===== config.mk =====
export PLATFORM = sky130hd
export DESIGN_NAME = npi_frame_receiver_core
export DESIGN_NICKNAME = d
export VERILOG_FILES = /design/src/rtl/nfr_pkg.sv /design/src/rtl/nfr_cfg.sv /design/src/rtl/nfr_parser.sv /design/src/rtl/npi_frame_receiver_core.sv
export SDC_FILE = /design/constraint.sdc
export NUM_CORES = 1
export LEC_CHECK = 0
export ABC_AREA = 1
export ABC_CLOCK_PERIOD_IN_PS = 4400
export BUFFER_PORTS_ARGS = -buffer_cell sky130_fd_sc_hd__buf_2
export CORE_UTILIZATION = 60
export CTS_CLUSTER_SIZE = 16
export DETAILED_ROUTE_END_ITERATION = 10
export PLACE_DENSITY = 0.81
export SYNTH_ARGS = -nofsm -noshare
export SYNTH_HDL_FRONTEND = slang
export SYNTH_HIERARCHICAL = 1
export SYNTH_SLANG_ARGS = --single-unit
export TNS_END_PERCENT = 1

===== constraint.sdc =====
create_clock -name aclk -period 4.4 [get_ports aclk]
set_input_delay 0.22 -clock aclk [delete_from_list [all_inputs] [get_ports aclk]]
set_output_delay 0.22 -clock aclk [all_outputs]
set_load 0.03 [all_outputs]

===== src/rtl/nfr_pkg.sv =====
// Shared types and constants for the frame receiver.
// Used by nfr_cfg, nfr_parser and npi_frame_receiver_core; no dependencies.
package nfr_pkg;

    localparam int unsigned CfgIndexWidth = 2;

    localparam logic [CfgIndexWidth-1:0] CFG_START_BYTE  = 2'd0;
    localparam logic [CfgIndexWidth-1:0] CFG_HUNT_LIMIT  = 2'd1;
    localparam logic [CfgIndexWidth-1:0] CFG_STORE_LIMIT = 2'd2;

    localparam logic [7:0]  START_BYTE_RESET  = 8'd254;
    localparam logic [3:0]  HUNT_LIMIT_RESET  = 4'd9;
    localparam logic [15:0] STORE_LIMIT_RESET = 16'd128;

    typedef enum logic [1:0] {
        ST_OK        = 2'd0,
        ST_BAD_CHECK = 2'd1,
        ST_NO_START  = 2'd2
    } status_t;

    typedef enum logic [6:0] {
        PH_HUNT    = 7'b0000001,
        PH_LEN_LO  = 7'b0000010,
        PH_LEN_HI  = 7'b0000100,
        PH_CMD0    = 7'b0001000,
        PH_CMD1    = 7'b0010000,
        PH_PAYLOAD = 7'b0100000,
        PH_CHECK   = 7'b1000000
    } phase_t;

    typedef struct packed {
        logic [7:0]  start_byte_value;
        logic [3:0]  hunt_limit;
        logic [15:0] store_limit;
    } cfg_t;

    typedef struct packed {
        logic        store_valid;
        logic [15:0] store_index;
        logic [7:0]  store_value;
        logic        frame_end;
        status_t     frame_status;
        logic [15:0] payload_length;
    } result_t;

endpackage


===== src/rtl/nfr_cfg.sv =====
// Configuration register file of the frame receiver.
// Depends on nfr_pkg for the register indexes, reset values and cfg_t.
module nfr_cfg (
    input  logic                               aclk,
    input  logic                               aresetn,
    input  logic                               wr_en,
    input  logic [nfr_pkg::CfgIndexWidth-1:0]  wr_index,
    input  logic [15:0]                        wr_data,
    output nfr_pkg::cfg_t                      cfg
);

    nfr_pkg::cfg_t cfg_reg;
    nfr_pkg::cfg_t cfg_next;

    always_comb begin
        cfg_next = cfg_reg;
        if (wr_en) begin
            unique case (wr_index)
                nfr_pkg::CFG_START_BYTE:  cfg_next.start_byte_value = wr_data[7:0];
                nfr_pkg::CFG_HUNT_LIMIT:  cfg_next.hunt_limit = wr_data[3:0];
                nfr_pkg::CFG_STORE_LIMIT: cfg_next.store_limit = wr_data;
                default: ;
            endcase
        end
    end

    always_ff @(posedge aclk) begin
        if (!aresetn) begin
            cfg_reg.start_byte_value <= nfr_pkg::START_BYTE_RESET;
            cfg_reg.hunt_limit       <= nfr_pkg::HUNT_LIMIT_RESET;
            cfg_reg.store_limit      <= nfr_pkg::STORE_LIMIT_RESET;
        end else begin
            cfg_reg <= cfg_next;
        end
    end

    assign cfg = cfg_reg;

endmodule


===== src/rtl/nfr_parser.sv =====
// Frame state machine: hunts for the start byte, tracks header, payload and check byte.
// Depends on nfr_pkg for phase_t, status_t, cfg_t and result_t.
module nfr_parser (
    input  logic             aclk,
    input  logic             aresetn,
    input  logic             step,
    input  logic [7:0]       rx_byte,
    input  nfr_pkg::cfg_t    cfg,
    output nfr_pkg::result_t result
);

    nfr_pkg::phase_t phase_reg, phase_next;
    logic [3:0]  hunt_count_reg, hunt_count_next;
    logic [7:0]  check_reg, check_next;
    logic [15:0] length_reg, length_next;
    logic [15:0] left_reg, left_next;
    logic [16:0] count_reg, count_next;

    logic        header_store;
    logic        limited_store;
    logic        frame_end;
    logic [4:0]  seen;
    logic [15:0] left_dec;
    logic [16:0] count_inc;

    always_comb begin
        phase_next      = phase_reg;
        hunt_count_next = hunt_count_reg;
        check_next      = check_reg;
        length_next     = length_reg;
        left_next       = left_reg;
        count_next      = count_reg;
        result          = '0;
        header_store    = 1'b0;
        limited_store   = 1'b0;
        frame_end       = 1'b0;
        seen            = {1'b0, hunt_count_reg} + 5'd1;
        left_dec        = left_reg - 16'd1;
        count_inc       = count_reg + 17'd1;

        unique case (phase_reg)
            nfr_pkg::PH_LEN_LO: begin
                length_next  = {length_reg[15:8], rx_byte};
                header_store = 1'b1;
                phase_next   = nfr_pkg::PH_LEN_HI;
            end
            nfr_pkg::PH_LEN_HI: begin
                length_next  = {rx_byte, length_reg[7:0]};
                header_store = 1'b1;
                phase_next   = nfr_pkg::PH_CMD0;
            end
            nfr_pkg::PH_CMD0: begin
                header_store = 1'b1;
                phase_next   = nfr_pkg::PH_CMD1;
            end
            nfr_pkg::PH_CMD1: begin
                header_store = 1'b1;
                left_next    = length_reg;
                phase_next   = (length_reg == 16'd0) ? nfr_pkg::PH_CHECK : nfr_pkg::PH_PAYLOAD;
            end
            nfr_pkg::PH_PAYLOAD: begin
                limited_store = 1'b1;
                left_next     = left_dec;
                if (left_dec == 16'd0) begin
                    phase_next = nfr_pkg::PH_CHECK;
                end
            end
            nfr_pkg::PH_CHECK: begin
                limited_store         = 1'b1;
                frame_end             = 1'b1;
                result.frame_end      = 1'b1;
                result.frame_status   = (rx_byte == check_reg) ? nfr_pkg::ST_OK
                                                               : nfr_pkg::ST_BAD_CHECK;
                result.payload_length = length_reg;
            end
            default: begin
                if (seen > {1'b0, cfg.hunt_limit}) begin
                    result.frame_end    = 1'b1;
                    result.frame_status = nfr_pkg::ST_NO_START;
                    phase_next          = nfr_pkg::PH_HUNT;
                    hunt_count_next     = '0;
                    check_next          = '0;
                    length_next         = '0;
                    left_next           = '0;
                    count_next          = '0;
                end else if (rx_byte == cfg.start_byte_value) begin
                    result.store_valid = 1'b1;
                    result.store_value = rx_byte;
                    phase_next         = nfr_pkg::PH_LEN_LO;
                    hunt_count_next    = '0;
                    check_next         = '0;
                    length_next        = '0;
                    left_next          = '0;
                    count_next         = 17'd1;
                end else begin
                    hunt_count_next = seen[3:0];
                end
            end
        endcase

        if (header_store || limited_store) begin
            if (!frame_end) begin
                check_next = check_reg ^ rx_byte;
            end
            count_next = count_inc;
            if (header_store || (count_inc <= {1'b0, cfg.store_limit})) begin
                result.store_valid = 1'b1;
                result.store_index = count_reg[15:0];
                result.store_value = rx_byte;
            end
            if (frame_end) begin
                phase_next      = nfr_pkg::PH_HUNT;
                hunt_count_next = '0;
                check_next      = '0;
                length_next     = '0;
                left_next       = '0;
                count_next      = '0;
            end
        end
    end

    always_ff @(posedge aclk) begin
        if (!aresetn) begin
            phase_reg      <= nfr_pkg::PH_HUNT;
            hunt_count_reg <= '0;
            check_reg      <= '0;
            length_reg     <= '0;
            left_reg       <= '0;
            count_reg      <= '0;
        end else if (step) begin
            phase_reg      <= phase_next;
            hunt_count_reg <= hunt_count_next;
            check_reg      <= check_next;
            length_reg     <= length_next;
            left_reg       <= left_next;
            count_reg      <= count_next;
        end
    end

endmodule


===== src/rtl/npi_frame_receiver_core.sv =====
// Top level of the frame receiver: input and result registers around the parser.
// Depends on nfr_pkg, nfr_cfg and nfr_parser.
//
// Received bytes enter on the s_ channel, one beat per byte, and every byte
// yields exactly one result beat on the m_ channel. A result carries the
// buffer write (store_valid, store_index, store_value) and, on the last byte
// of a frame attempt, frame_end with its status and the header's payload
// length. Configuration registers are written through the cfg_ channel,
// which is always ready; writes belong in idle periods and affect the next
// byte that enters the parser.
// A byte accepted on s_ is held in the input register, passes the parser
// combinationally and is registered in the result register, which presents
// it on m_. One byte per cycle is sustained while m_ready stays high: the
// parser state update is combinational logic between the two registers.
// When m_ready is low the result register holds, the input register fills,
// and s_ready drops only once both are occupied. Reset returns the parser to
// hunting for the start byte, empties both registers and restores the
// default start byte, hunt limit and storage limit.
module npi_frame_receiver_core (
    input  logic                               aclk,
    input  logic                               aresetn,
    input  logic                               s_valid,
    output logic                               s_ready,
    input  logic [7:0]                         s_rx_byte,
    output logic                               m_valid,
    input  logic                               m_ready,
    output logic                               m_store_valid,
    output logic [15:0]                        m_store_index,
    output logic [7:0]                         m_store_value,
    output logic                               m_frame_end,
    output logic [1:0]                         m_frame_status,
    output logic [15:0]                        m_payload_length,
    input  logic                               cfg_valid,
    output logic                               cfg_ready,
    input  logic [nfr_pkg::CfgIndexWidth-1:0]  cfg_index,
    input  logic [15:0]                        cfg_data
);

    nfr_pkg::cfg_t    cfg;
    nfr_pkg::result_t result;
    nfr_pkg::result_t out_reg;

    logic       in_valid_reg;
    logic [7:0] in_byte_reg;
    logic       out_valid_reg;
    logic       advance;
    logic       step;

    assign cfg_ready = 1'b1;
    assign advance   = !out_valid_reg || m_ready;
    assign s_ready   = !in_valid_reg || advance;
    assign step      = in_valid_reg && advance;

    nfr_cfg u_cfg (
        .aclk     (aclk),
        .aresetn  (aresetn),
        .wr_en    (cfg_valid),
        .wr_index (cfg_index),
        .wr_data  (cfg_data),
        .cfg      (cfg)
    );

    nfr_parser u_parser (
        .aclk    (aclk),
        .aresetn (aresetn),
        .step    (step),
        .rx_byte (in_byte_reg),
        .cfg     (cfg),
        .result  (result)
    );

    always_ff @(posedge aclk) begin
        if (!aresetn) begin
            in_valid_reg  <= 1'b0;
            out_valid_reg <= 1'b0;
        end else begin
            if (s_ready) begin
                in_valid_reg <= s_valid;
            end
            if (advance) begin
                out_valid_reg <= in_valid_reg;
            end
        end
    end

    always_ff @(posedge aclk) begin
        if (s_valid && s_ready) begin
            in_byte_reg <= s_rx_byte;
        end
        if (step) begin
            out_reg <= result;
        end
    end

    assign m_valid          = out_valid_reg;
    assign m_store_valid    = out_reg.store_valid;
    assign m_store_index    = out_reg.store_index;
    assign m_store_value    = out_reg.store_value;
    assign m_frame_end      = out_reg.frame_end;
    assign m_frame_status   = out_reg.frame_status;
    assign m_payload_length = out_reg.payload_length;

endmodule


**After elaboration in Yosys (flattened, before gate mapping)**

Index checks and enable logic that the tools add are counted.

- Bits in registers: 150
- Bits in latches: 0
- RAM bits: 0
- ROM bits: 0
- Input bits: 31
- Output and inout bits: 47
- Logic and storage cells: 104
- Memories kept: 0

- Add/subtract/negate cells: 3
- $mul: 0
- Divide/modulo/power cells: 0
- Magnitude comparators: 2
- Equal/unequal tests: 11
- Shifts and indexed selects: 0
- Mux-type cells: 46
- Bitwise logic cells: 1
- Reduce and logical (&&, ||, !) cells: 23

Operator list:

| kind | count |
|---|---|
| two-way mux 16 bit | 8 |
| case mux 16 bit (3 select lines) | 2 |
| two-way mux 17 bit | 5 |
| two-way mux 8 bit | 8 |
| two-way mux 25 bit | 2 |
| two-way mux 7 bit | 6 |
| case mux 7 bit (6 select lines) | 1 |
| logical NOT 16 bit | 2 |
| two-way mux 4 bit | 5 |
| adder 17 x 1 -> 17 bit (second input constant) | 1 |
| <= comparator 17 x 16 -> 1 bit | 1 |
| equality test 8 bit | 2 |
| subtractor 16 x 1 -> 16 bit (second input constant) | 1 |
| OR reduction 4 bit | 3 |
| AND reduction 2 bit | 4 |
| bitwise XOR 8 bit | 1 |
| equality test 7 x 2 -> 1 bit (second input constant) | 1 |
| equality test 7 x 3 -> 1 bit (second input constant) | 1 |
| equality test 7 x 4 -> 1 bit (second input constant) | 1 |
| equality test 7 x 5 -> 1 bit (second input constant) | 1 |
| equality test 7 x 6 -> 1 bit (second input constant) | 1 |
| equality test 7 bit (second input constant) | 1 |
| two-way mux 1 bit | 7 |
| case mux 3 bit (2 select lines) | 1 |
| 15 further kinds | 20 |

**Longest topological paths before layout**

Gate-level depths: netlist of run 1.

- Depth after elaboration: 6
- Gate-level depth with buffers: 19
- Gate-level depth less buffers: 18

**Cells and area by module**

The synthesis of run 1 kept the hierarchy.

By module, submodules not included:

| module | instances | cells each | area an instance (um^2) | sequential area each (um^2) |
|---|---|---|---|---|
| nfr_parser | 1 | 839 | 5281.3 | 1361.3 |
| npi_frame_receiver_core | 1 | 67 | 1667.8 | 1601.5 |
| nfr_cfg | 1 | 161 | 1128.6 | 560.5 |

**Worst setup path after synthesis of run 1**

OpenSTA, ideal clock, no wires.

- Path kind: register to register
- From: register out_valid_reg (netlist: m_valid)
- To: register u_parser.left_reg[13]
- Library setup time: 0.070 ns
- Arrival time: 4.138 ns
- Required time: 4.330 ns
- Path slack: 0.192 ns
- Stages on the path, launching flop included: 8
- Buffers on the path: 0
- Period minus slack after synthesis: 4.208 ns
- Cells stage by stage: dfxtp_1 a21oi_1 inv_1 nor2_1 inv_1 nor2_2 o311ai_0 a21oi_1

- Longest elaborated chain between the ends: 3

Ends and longest elaborated chain:

| item | RTL line | text |
|---|---|---|
| start, declared | npi_frame_receiver_core.sv:45 | `logic out_valid_reg;` |
| start signal, assigned | npi_frame_receiver_core.sv:81 | `out_valid_reg <= in_valid_reg;` |
| logical NOT 1 bit | npi_frame_receiver_core.sv:50 | `assign advance = !out_valid_reg \|\| m_ready;` |
| logical OR 1 bit | npi_frame_receiver_core.sv:50 |  |
| logical AND 1 bit | npi_frame_receiver_core.sv:52 | `assign step = in_valid_reg && advance;` |
| via step | npi_frame_receiver_core.sv:47 | `logic step;` |
| end signal, assigned | nfr_parser.sv:135 | `left_reg <= left_next;` |
| end, declared | nfr_parser.sv:16 | `logic [15:0] left_reg, left_next;` |

The timed path passes the listed nets, and every way through them passes these cells.
A chain may end at the register's enable or synchronous reset.

**Worst setup path after layout of run 1**

- From: register u_parser.count_reg[0]
- To: register out_reg (netlist bit m_store_index[0]), data pin

- Longest elaborated chain between the ends: 4

Ends and longest elaborated chain:

| item | RTL line | text |
|---|---|---|
| start, declared | nfr_parser.sv:17 | `logic [16:0] count_reg, count_next;` |
| start signal, assigned | nfr_parser.sv:136 | `count_reg <= count_next;` |
| adder 17 x 1 -> 17 bit | nfr_parser.sv:39 | `count_inc = count_reg + 17'd1;` |
| <= comparator 17 x 16 -> 1 bit | nfr_parser.sv:106 | `if (header_store \|\| (count_inc <= {1'b0, cfg.store_limit})) begin` |
| logical OR 1 bit | nfr_parser.sv:106 |  |
| AND reduction 2 bit (no source line) | - |  |
| end signal, assigned | npi_frame_receiver_core.sv:91 | `out_reg <= result;` |
| end, declared | npi_frame_receiver_core.sv:41 | `nfr_pkg::result_t out_reg;` |

Parallel ways exist; a longest one is shown, timed or not.

==> metrics.yaml, run 1 <==
rr_startpoint: "u_parser/count_reg[0]$_SDFFE_PN0P_"
overflow: 0
power_frac_clock: 0.439
tns_ns: 0
via_count: 7297
dp_hpwl_um: 13060
nets: 1191
die_h_um: 118.0
io_buffers: 76
internal_power_mw: 2.300
cts_root_buf: "clkbuf_16"
outcome: "completed"
num_antenna_cells: 0
regArea_mm2: 0.003523
grt_pass1_vias: 6697
timing.final.crit_share: 0.7986
drc: 0
hold_class: "primary input to register"
avgSynthCellArea_um2: 7.571
largest_reg_flops: 28
worstPathMaxFanout: 17
core_area_mm2: 0.01319
synth.ff_latch_count: 150
syn_to_final_growth_pct: 13.31
setup_viol: 0
p_sw_frac: 0.2547
die_w_um: 118.0
wl_um: 19410
clkSinkCount: 150
fin_crit_ns: 3.514
io_pins: 78
min_path_cells: 3
final_common_cell: "nand2_1"
relSlewSlack: 0.4492
rr_worst_depth: 18
numCtsBuffers: 17
multiInputGateArea_mm2: 0.003836
netlist_area_mm2: 0.008078
cp.required_ns: 4.57
synth.distinct_cells: 44
ys.flop_type: "dfxtp_1"
clk_pin_slew_ns: 0.06
start_kind: "register"
grt_max_degree: 65
power_frac_comb: 0.077
rsz0062_at_grt: "false"
ff2ff_setup_slack_ns: 0.89
mostFrequentLayoutCells: "nand2_1, inv_1, nor2_1"
wl_per_cell_um: 14.65
cts_resized: 0
ir_drop_mv: 0.2501
fin_skew_ns: 0.008460
power_frac_seq: 0.485
antenna_found_initial: 0
fmax_ghz: 0.2846
finalHoldViolCount: 0
timing.hold.ws_ns: 0.01250
yosysSeqAreaShare: 0.4362
syn-num-nets: 1122
gr-usage-all-layers: 0.2908
yosysTopAreaCellShare: 0.2429
ys_async_sr_fraction: 0
tritoncts: "built"
maxCapViolCount: 0
cts_buffer_depth: 2
hold_start: "cfg_data[14]"
start_util: 0.6124
cp-end-kind: "register"
synth_largest_area_cell: "dfxtp_1"
arrival_ns: 3.68
place.gp.congestion: 0.9165
slew_violations: 0
post_cts_buffers: 0
insertion_delay_ns: 0.43
synth-edff-count: 52
dr.first_iter.drc_count: 777
min_to: "u_cfg/cfg[14]$_SDFFE_PN0P_"
cts_hold_buffers: 8
h-tree-depth: 4
layout-drive-gt1-share: 0.1462
nFillCells: 1132
viasPerCell: 5.507
die_area_mm2: 0.01393
synthCells: 1067
yosysWarnings: 6
synth_area_leaders: "dfxtp_1, edfxtp_1, nand2_1, nand3_1, inv_1"
worst-setup-path-type: "register to register"
drtAntennaViolNets: 0
dr.pass1.iters: 6
reg2reg_to: "m_store_index[0]$_DFFE_PP_"
p_per_area_mw_per_mm2: 337.1
leakagePower_nw: 3.896
row_count: 42
grt_pass1_wl_um: 32150
p_sw_mw: 0.7858
tightest_slew_ns: 0.8253
==> worst max-delay path by stage <==
stage                                  startpoint                            endpoint  cells after the start
5_1_grt        u_parser/count_reg[0]$_SDFFE_PN0P_          m_store_index[0]$_DFFE_PP_                     18
3_5_place_dp   u_parser/count_reg[0]$_SDFFE_PN0P_          m_store_index[0]$_DFFE_PP_                     18
6_report       u_parser/count_reg[0]$_SDFFE_PN0P_          m_store_index[0]$_DFFE_PP_                     18
4_1_cts        u_parser/count_reg[0]$_SDFFE_PN0P_          m_store_index[0]$_DFFE_PP_                     18
2_1_floorplan                m_valid$_SDFFE_PN0P_  u_parser/left_reg[13]$_SDFFE_PN0P_                      7
3_3_place_gp   u_parser/count_reg[0]$_SDFFE_PN0P_             m_store_valid$_DFFE_PP_                     18
==> cell families after synthesis <==
family	count (synthesis)	synth area share
buffers and inverters	177	0.09030
DFF	150	0.4362
xor gates and xnor gates	25	0.02711
other	1	0.0004642
adders and majority gates	24	0.03717
AOI/OAI and AO/OA	141	0.09774
and+or+nand+nor	549	0.3110
==> power groups by stage <==
| stage | registers, mW | logic [mW] | clock network, mW |
|---|---|---|---|
| 2_1_floorplan | 1.55 | 0.132 | 0 |
| 3_3_place_gp | 1.52 | 0.223 | 0 |
| 3_5_place_dp | 1.53 | 0.226 | 0 |
| 4_1_cts | 1.50 | 0.235 | 1.37 |
| 5_1_grt | 1.50 | 0.261 | 1.43 |
| 6_report | 1.50 | 0.236 | 1.35 |
==> critical path, cell delays in order (launching register included) <==
cell,delay [ns]
dfxtp_1,0.40
ha_1,0.21
nand2_2,0.08
nor2_2,0.16
nand2_2,0.12
nor3_1,0.27
nand3_1,0.17
xor2_1,0.16
inv_1,0.07
ha_1,0.31
nand2_1,0.09
nor2_1,0.18
a211oi_1,0.08
nor3_1,0.17
nor2_1,0.07
nand3_2,0.08
nand3_4,0.17
nand2_4,0.34
nor2_1,0.11
==> through the flow <==
| step | utilization | total power [mW] | std cells | setup WS (ns) | cell area [um^2] |
|---|---|---|---|---|---|
| 2_1_floorplan | - | 1.680 | 1067 | 0.1921 | 8078 |
| 3_3_place_gp | 0.6462 | 1.747 | 1285 | 1.182 | 8523 |
| 3_5_place_dp | 0.6462 | 1.751 | 1285 | 0.9817 | 8523 |
| 4_1_cts | 0.6939 | 3.098 | 1325 | 0.9472 | 9153 |
| 5_1_grt | 0.6939 | 3.191 | 1325 | 0.6185 | 9153 |
| 6_report | 0.6939 | 3.085 | 1325 | 0.8861 | 9153 |
==> synthesized netlist by cell type (13+ instances only) <==
master    number
nand2_1      245
inv_1        120
nor2_1       116
nand3_1      100
dfxtp_1       98
a21oi_1       83
edfxtp_1      52
o21ai_0       32
ha_1          24
xor2_1        24
clkbuf_1      22
nand4_1       20
nor3_1        14
inv_2         13
==> area by class of cell <==
cell class,count,area share
Multi-Input combinational cell,740,0.4191
Sequential cell,150,0.3850
Timing Repair Buffer,91,0.05605
Tap cell,176,0.02406
Inverter,136,0.05578
Clock inverter,13,0.01039
Clock buffer,19,0.04962
==> metal layers <==
metal / vias to the layer above / global-route usage / wire, um
met5: - / 0 / 0
met4: 0 / 0.1202 / 394
met3: 39 / 0.05862 / 1498
met2: 274 / 0.4551 / 8951
met1: 3344 / 0.3922 / 8569
li1: 3640 / - / -
Power figures use the tool's default switching activity.
==> run 2: changes to the inputs <==
ABC_CLOCK_PERIOD_IN_PS = 3100   (was 4400)
CORE_UTILIZATION = 54   (was 60)
PLACE_DENSITY = 0.77   (was 0.81)
clock period = 3.1 ns   (was 4.4 ns; I/O delays follow)
==> run 2 against run 1 <==
  * Design area grew 4.5%
  * Count of clock-buffer cells in the layout increased by 1
  * Routed wire length is 0.87% higher
  * Via count is 0.73% higher
  * Sequential power increased by 41%
  * Clock power rose by 49%
  * Clock skew decreased by 0.0012 ns
  * Combinational power grew 53%
  * Core utilization down 3.9 points
  * First-iteration DRC count down 18%
==> metrics.yaml, run 2 (same netlist as run 1, synthesis figures left out) <==
die_w_um: 124.3  # was 118.0 um
clkSinkCount: 150  # unchanged
outcome: "completed"  # unchanged
clk_pin_slew_ns: 0.06  # about the same
numCtsBuffers: 17  # unchanged
dp_hpwl_um: 13050  # was 13060 um
pre_cts_ws_ns: 0.05918  # was 0.9817 ns
die_area_mm2: 0.01545  # was 0.01393 mm^2
num_antenna_cells: 0  # unchanged
core_area_mm2: 0.01459  # was 0.01319 mm^2
finalHoldViolCount: 0  # unchanged
layout-drive-gt1-share: 0.1653  # was 0.1462
grt_max_degree: 65  # unchanged
hold_start: "cfg_data[3]"  # was cfg_data[14]
startpoint: "u_parser/count_reg[1]$_SDFFE_PN0P_"  # was u_parser/count_reg[0]$_SDFFE_PN0P_
slew_violations: 0  # unchanged
rsz0062_at_grt: "true"  # was false
mostFrequentLayoutCells: "nand2_1, inv_1, nor2_1"  # unchanged
final_common_cell: "nand2_1"  # unchanged
dr.pass1.iters: 5  # was 6
final_area_mm2: 0.009560  # was 0.009153 mm^2
totalPowerFinal_mw: 4.491  # was 3.085 mW
grt_pass1_vias: 6583  # was 6697
dr.first_iter.drc_count: 639  # was 777
cp.required_ns: 3.29  # was 4.57 ns
maxCapViolCount: 0  # unchanged
dpl.cell_count: 1305  # was 1285
overflow: 0  # unchanged
start_util: 0.5537  # was 0.6124
relSlewSlack: 0.4928  # was 0.4492
h-tree-depth: 4  # unchanged
setup_viol: 0  # unchanged
grt_pass1_wl_um: 31970  # was 32150 um
fin_skew_ns: 0.007238  # was 0.008460 ns
place.gp.congestion: 0.9237  # was 0.9165
io_buffers: 76  # unchanged
syn_to_final_growth_pct: 18.36  # was 13.31%
cts_buffer_depth: 2  # unchanged
dpl_cell_area_mm2: 0.008636  # was 0.008523 mm^2
timing.final.crit_share: 0.9496  # was 0.7986
viasPerCell: 5.389  # was 5.507
antenna_found_initial: 0  # unchanged
via_count: 7350  # was 7297
io_pins: 78  # unchanged
gr-usage-all-layers: 0.2554  # was 0.2908
drc: 0  # unchanged
die_h_um: 124.3  # was 118.0 um
final-instance-count-excl-fill: 1364  # was 1325
cp-end-kind: "register"  # unchanged
wl_per_cell_um: 14.36  # was 14.65 um
p_per_area_mw_per_mm2: 469.8  # was 337.1 mW/mm^2
nets: 1222  # was 1191
drtAntennaViolNets: 0  # unchanged
tightest_slew_ns: 0.7607  # was 0.8253 ns
largest_reg_flops: 28  # unchanged
insertion_delay_ns: 0.44  # was 0.43 ns
tritoncts: "built"  # unchanged
wl_um: 19580  # was 19410 um
rr_startpoint: "u_parser/count_reg[1]$_SDFFE_PN0P_"  # was u_parser/count_reg[0]$_SDFFE_PN0P_
cts_root_buf: "clkbuf_16"  # unchanged
worst-setup-path-type: "register to register"  # unchanged
leakagePower_nw: 4.086  # was 3.896 nW
start_kind: "register"  # unchanged
hold_class: "primary input to register"  # unchanged
ir_drop_mv: 0.3853  # was 0.2501 mV
row_count: 44  # was 42
timing.hold.ws_ns: 0.006967  # was 0.01250 ns
post-route-util: 0.6553  # was 0.6939
arrival_ns: 3.14  # was 3.68 ns
fmax_ghz: 0.3397  # was 0.2846 GHz
worstPathMaxFanout: 6  # was 17
worst_slack_ns: 0.1562  # was 0.8861 ns
tns_ns: 0  # unchanged
fin_crit_ns: 2.944  # was 3.514 ns
[run 2: cell types whose count changed in the layout (fill, tap and decap cells not counted), moves of 3 or more]
cell	before	now
dfxtp_2	0	3
buf_4	7	20
dfxtp_1	98	95
dlygate4sd3_1	8	22
[run 2: layout make-up]
cell class	count	area (um^2)
sequential	150	3527
multi-input combinational	740	3900
fill	1235	5029
clock inverter	12	116.4
inverter	136	510.5
clock buffer	20	457.9
timing repair buffer	122	818.3
tap	184	230.2
[run 2: what timing repair did]
action,CTS,global route
setup buffers,0,4
hold buffers,22,0
gates resized for setup,0,17
endpoints found under the hold margin,23,0
endpoints found under the setup margin,0,25
[run 2: power breakdown]
part | total [mW] | internal [mW] | switching, mW
combinational | 0.361 | 0.121 | 0.241
clock | 2.01 | 1.16 | 0.848
sequential | 2.12 | 2.09 | 0.0348
[run 2: per-layer routing]
metal | GRT usage | vias to the layer above | routed length [um]
met5 | 0 | - | 0
met1 | 0.3691 | 3335 | 9198
met4 | 0.09355 | 0 | 330
li1 | - | 3696 | -
met3 | 0.05069 | 32 | 1282
met2 | 0.3767 | 287 | 8773
[run 2: path summary, 6_finish.rpt]
check	end	slack, ns	cells after the start
max	m_store_index[7]$_DFFE_PP_	0.16	19
min	u_cfg/cfg[23]$_SDFFE_PN1P_	0.007	3
max reg2reg	m_store_index[7]$_DFFE_PP_	0.16	19
min reg2reg	u_cfg/cfg[7]$_SDFFE_PN1P_	0.48	2
[run 2: critical path: stages, from the launching register on]
cell and delay (ns):
dfxtp_2 0.38, ha_1 0.21, nand2_2 0.09, nor2_2 0.15, nand2_2 0.09, nor3_4 0.15, nand3_1 0.13, xor2_1 0.16
inv_1 0.07, ha_1 0.33, nand2_1 0.08, nor2_1 0.14, a211oi_2 0.05, nor3_2 0.10, nor2_1 0.06, nand3_2 0.09
nand3_4 0.11, nand2_8 0.12, clkbuf_16 0.16, nor2_4 0.03
==> run 3: changes to the inputs <==
CORE_MARGIN = 3   (was default)
SYNTH_HIERARCHICAL = default   (was 1)
==> run 3 against run 2 <==
  * Non-clock buffer count shrank 10
  * Core utilization is 0.19 points lower
  * Count of clock-buffer cells in the layout up 1
  * Synthesized area decreased by 1.6%
  * Die area is 5.0% higher
  * Power decreased by 3.7%
  * Largest cell class unchanged
  * Clock skew about the same
  * Final cell count shrank 2.3%
  * Global-route usage up 0.54 points
  * Maximum frequency is 3.4% higher
  * Critical path type unchanged
==> metrics.yaml, run 3 <==
top_usage_layer: "met2"  # unchanged
rsz0062_at_grt: "false"  # was true
final_common_cell: "nand2_1"  # unchanged
io_buffers: 76  # unchanged
num_antenna_cells: 0  # unchanged
worstPathMaxFanout: 8  # was 6
grtUsageMet3: 0.05059  # was 0.05069
synth_xor_area_frac: 0.03855  # was 0.02711
gr-usage-all-layers: 0.2608  # was 0.2554
rr_startpoint: "u_parser.count_reg[6]$_SDFFE_PN0P_"  # was u_parser/count_reg[1]$_SDFFE_PN0P_
critPathSlowestCell: "dfxtp_2"  # unchanged
start_kind: "register"  # unchanged
ys_async_sr_fraction: 0  # unchanged
overflow: 0  # unchanged
start_util: 0.5619  # was 0.5537
synth_area_leaders: "dfxtp_1, edfxtp_1, nand2_1, a21oi_1, nand3_1"  # was dfxtp_1, edfxtp_1, nand2_1, nand3_1, inv_1
synth_top_family_by_area: "simple AND/OR/NAND/NOR gates"  # unchanged
synth-compound-area-share: 0.1270  # was 0.09774
arrival_ns: 3.02  # was 3.14 ns
min_path_cells: 3  # unchanged
grt_pass1_vias: 6758  # was 6583
synth_mux_area_frac: 0  # unchanged
tns_ns: 0  # unchanged
met2_usage: 0.3918  # was 0.3767
dp_hpwl_um: 14370  # was 13050 um
die_w_um: 127.3  # was 124.3 um
relSlewSlack: 0.5371  # was 0.4928
yosysWarnings: 0  # was 6
clk_pin_slew_ns: 0.06  # about the same
syn_to_final_growth_pct: 16.27  # was 18.36%
rr_worst_depth: 17  # was 19
synth-edff-count: 52  # unchanged
place.gp.congestion: 0.9907  # was 0.9237
netlist_area_mm2: 0.007951  # was 0.008078 mm^2
drc: 0  # unchanged
antenna_found_initial: 0  # unchanged
wl_per_cell_um: 15.74  # was 14.36 um
grt_max_degree: 58  # was 65
viasPerCell: 5.647  # was 5.389
hold_class: "primary input to register"  # unchanged
die_area_mm2: 0.01622  # was 0.01545 mm^2
layout-drive-gt1-share: 0.1353  # was 0.1653
io_pins: 78  # unchanged
setup_viol: 0  # unchanged
fin_skew_ns: 0.007458  # was 0.007238 ns
drtAntennaViolNets: 0  # unchanged
ys.flop_type: "dfxtp_1"  # unchanged
synth_largest_area_cell: "dfxtp_1"  # unchanged
yosysSeqAreaShare: 0.4431  # was 0.4362
fin_crit_ns: 2.846  # was 2.944 ns
ir_drop_mv: 0.3600  # was 0.3853 mV
finalHoldViolCount: 0  # unchanged
slew_violations: 0  # unchanged
mostFrequentLayoutCells: "nand2_1, inv_1, a21oi_1, dfxtp_1, nor2_1"  # was nand2_1, inv_1, nor2_1
die_h_um: 127.3  # was 124.3 um
row_count: 43  # was 44
dr.pass1.iters: 5  # unchanged
largest_reg_flops: 28  # unchanged
leakagePower_nw: 3.781  # was 4.086 nW
timing.final.crit_share: 0.9180  # was 0.9496
pre_cts_ws_ns: 0.1642  # was 0.05918 ns
yosysTopAreaCellShare: 0.2467  # was 0.2429
synth-adder-area-share: 0.03777  # was 0.03717
avgSynthCellArea_um2: 7.537  # was 7.571 um^2
worst-setup-path-type: "register to register"  # unchanged
via_count: 7527  # was 7350
crit_family: "simple AND/OR/NAND/NOR gates"  # unchanged
slowest_delay_ns: 0.37  # was 0.38 ns
synth.distinct_cells: 39  # was 44
synth.ff_latch_count: 150  # unchanged
synthCells: 1055  # was 1067
p_per_area_mw_per_mm2: 467.8  # was 469.8 mW/mm^2
nets: 1195  # was 1222
grt_pass1_wl_um: 33910  # was 31970 um
yosysMostFrequentCell: "nand2_1"  # unchanged
min_to: "u_cfg.cfg[13]$_SDFFE_PN0P_"  # was u_cfg/cfg[23]$_SDFFE_PN1P_
cts_root_buf: "clkbuf_16"  # unchanged
met1_usage: 0.3805  # was 0.3691
tightest_slew_ns: 0.6881  # was 0.7607 ns
synth_simple_gate_area_share: 0.2703  # was 0.3110
syn-num-nets: 1110  # was 1122
numCtsBuffers: 17  # unchanged
clkSinkCount: 150  # unchanged
crit_chain: "inv_1, nor4_4, buf_4, nand2_1, xor2_1, inv_1, ha_1, nand2_1, nor2_1, a211oi_1, o21ai_1, nand3_1, nand3_1, nand3_2, buf_4, nand3_1, nand2_1"  # was ha_1, nand2_2, nor2_2, nand2_2, nor3_4, nand3_1, xor2_1, inv_1, ha_1, nand2_1, nor2_1, a211oi_2, nor3_2, nor2_1, nand3_2, nand3_4, nand2_8, clkbuf_16, nor2_4
synthTopCellsByCount: "nand2_1, inv_1, dfxtp_1"  # was nand2_1, inv_1, nor2_1
cts_buffer_depth: 2  # unchanged
dr.first_iter.drc_count: 1014  # was 639
tritoncts: "built"  # unchanged
timing.hold.ws_ns: 0.004180  # was 0.006967 ns
reg2reg_to: "m_store_value[3]$_DFFE_PP_"  # was m_store_index[7]$_DFFE_PP_
hold_start: "cfg_data[13]"  # was cfg_data[3]
core_area_mm2: 0.01415  # was 0.01459 mm^2
maxCapViolCount: 0  # unchanged
wl_um: 20980  # was 19580 um
h-tree-depth: 4  # unchanged
insertion_delay_ns: 0.43  # was 0.44 ns
ff2ff_setup_slack_ns: 0.25  # was 0.16 ns
critPathBufInv: 4  # was 2
outcome: "completed"  # unchanged
worst_slack_ns: 0.2543  # was 0.1562 ns
cp.required_ns: 3.28  # was 3.29 ns
fmax_ghz: 0.3514  # was 0.3397 GHz
cp-end-kind: "register"  # unchanged
-- run 3: cell types whose count changed after synthesis, moves of 7 or more --
cell,previous run,this run
nand3_1,100,90
a21oi_1,83,96
nor2_1,116,93
inv_1,120,113
o21ai_0,32,39
inv_2,13,4
o221ai_1,10,0
xnor2_1,1,8
nor2_4,12,1
o31ai_1,1,9
nand2_1,245,261
o22ai_1,1,8
o2111ai_1,0,7
-- run 3: cell families (layout without fill, tap and decap cells) --
family	count (synthesis)	in the layout
simple gates	499	499
compound gates	179	179
buf+inv	167	265
flops	150	150
xor+xnor	35	35
fa+ha+maj	24	24
other cells	1	1
-- run 3: area by class of cell --
type                            count  area, um^2
Clock buffer                       21       450.4
Clock inverter                     11       78.83
Fill cell                        1216        4905
Inverter                          121       454.2
Multi-Input combinational cell    738        3810
Sequential cell                   150        3526
Tap cell                          180       225.2
Timing Repair Buffer              112       700.7
-- run 3: timing repair --
action / CTS / global route
endpoints found under the setup margin: 0 / 25
endpoints found under the hold margin: 16 / 0
gates resized for setup: 0 / 12
buffers inserted: 0 / 0
hold buffers: 15 / 0
-- run 3: metrics by stage --
step                std cells    util  instance area (um^2)  total power, mW
global route             1333  0.6534                  9245            4.462
CTS                      1333  0.6504                  9203            4.333
finish                   1333  0.6534                  9245            4.325
global placement         1286  0.6024                  8523            2.481
floorplan                1055       -                  7951            2.379
detailed placement       1286  0.6024                  8523            2.487
-- run 3: worst min-delay path, delay by kind of cell --
family | cells | cell delay, ns
AOI/OAI and AO/OA | 2 | 0.17
buffers and inverters | 1 | 0.07
-- run 3: power by group --
group	total [mW]	switching [mW]	leakage [nW]	internal, mW
clock network	1.86	0.817	0.245	1.04
registers	2.13	0.0354	1.27	2.09
logic	0.338	0.233	2.27	0.104
total	4.32	1.09	3.78	3.24
-- run 3: per-layer routing --
| metal | vias to the layer above | wire [um] |
|---|---|---|
| met2 | 342 | 9333 |
| met1 | 3480 | 9521 |
| met3 | 30 | 1810 |
| met4 | 0 | 319 |
| li1 | 3675 | - |
| met5 | - | 0 |
-- run 3: worst max-delay path by stage --
stage / start / endpoint / cells after the start / slack (ns)
4_1_cts: u_parser.count_reg[3]$_SDFFE_PN0P_ / m_store_valid$_DFFE_PP_ / 14 / 0.08
2_1_floorplan: u_parser.count_reg[0]$_SDFFE_PN0P_ / m_store_index[5]$_SDFFCE_PN0P_ / 18 / 0.32
3_5_place_dp: u_parser.count_reg[3]$_SDFFE_PN0P_ / m_store_valid$_DFFE_PP_ / 16 / 0.16
6_report: u_parser.count_reg[6]$_SDFFE_PN0P_ / m_store_value[3]$_DFFE_PP_ / 17 / 0.25
5_1_grt: u_parser.count_reg[4]$_SDFFE_PN0P_ / m_store_value[3]$_DFFE_PP_ / 17 / 0.006
3_3_place_gp: u_parser.count_reg[3]$_SDFFE_PN0P_ / m_store_valid$_DFFE_PP_ / 16 / 0.25
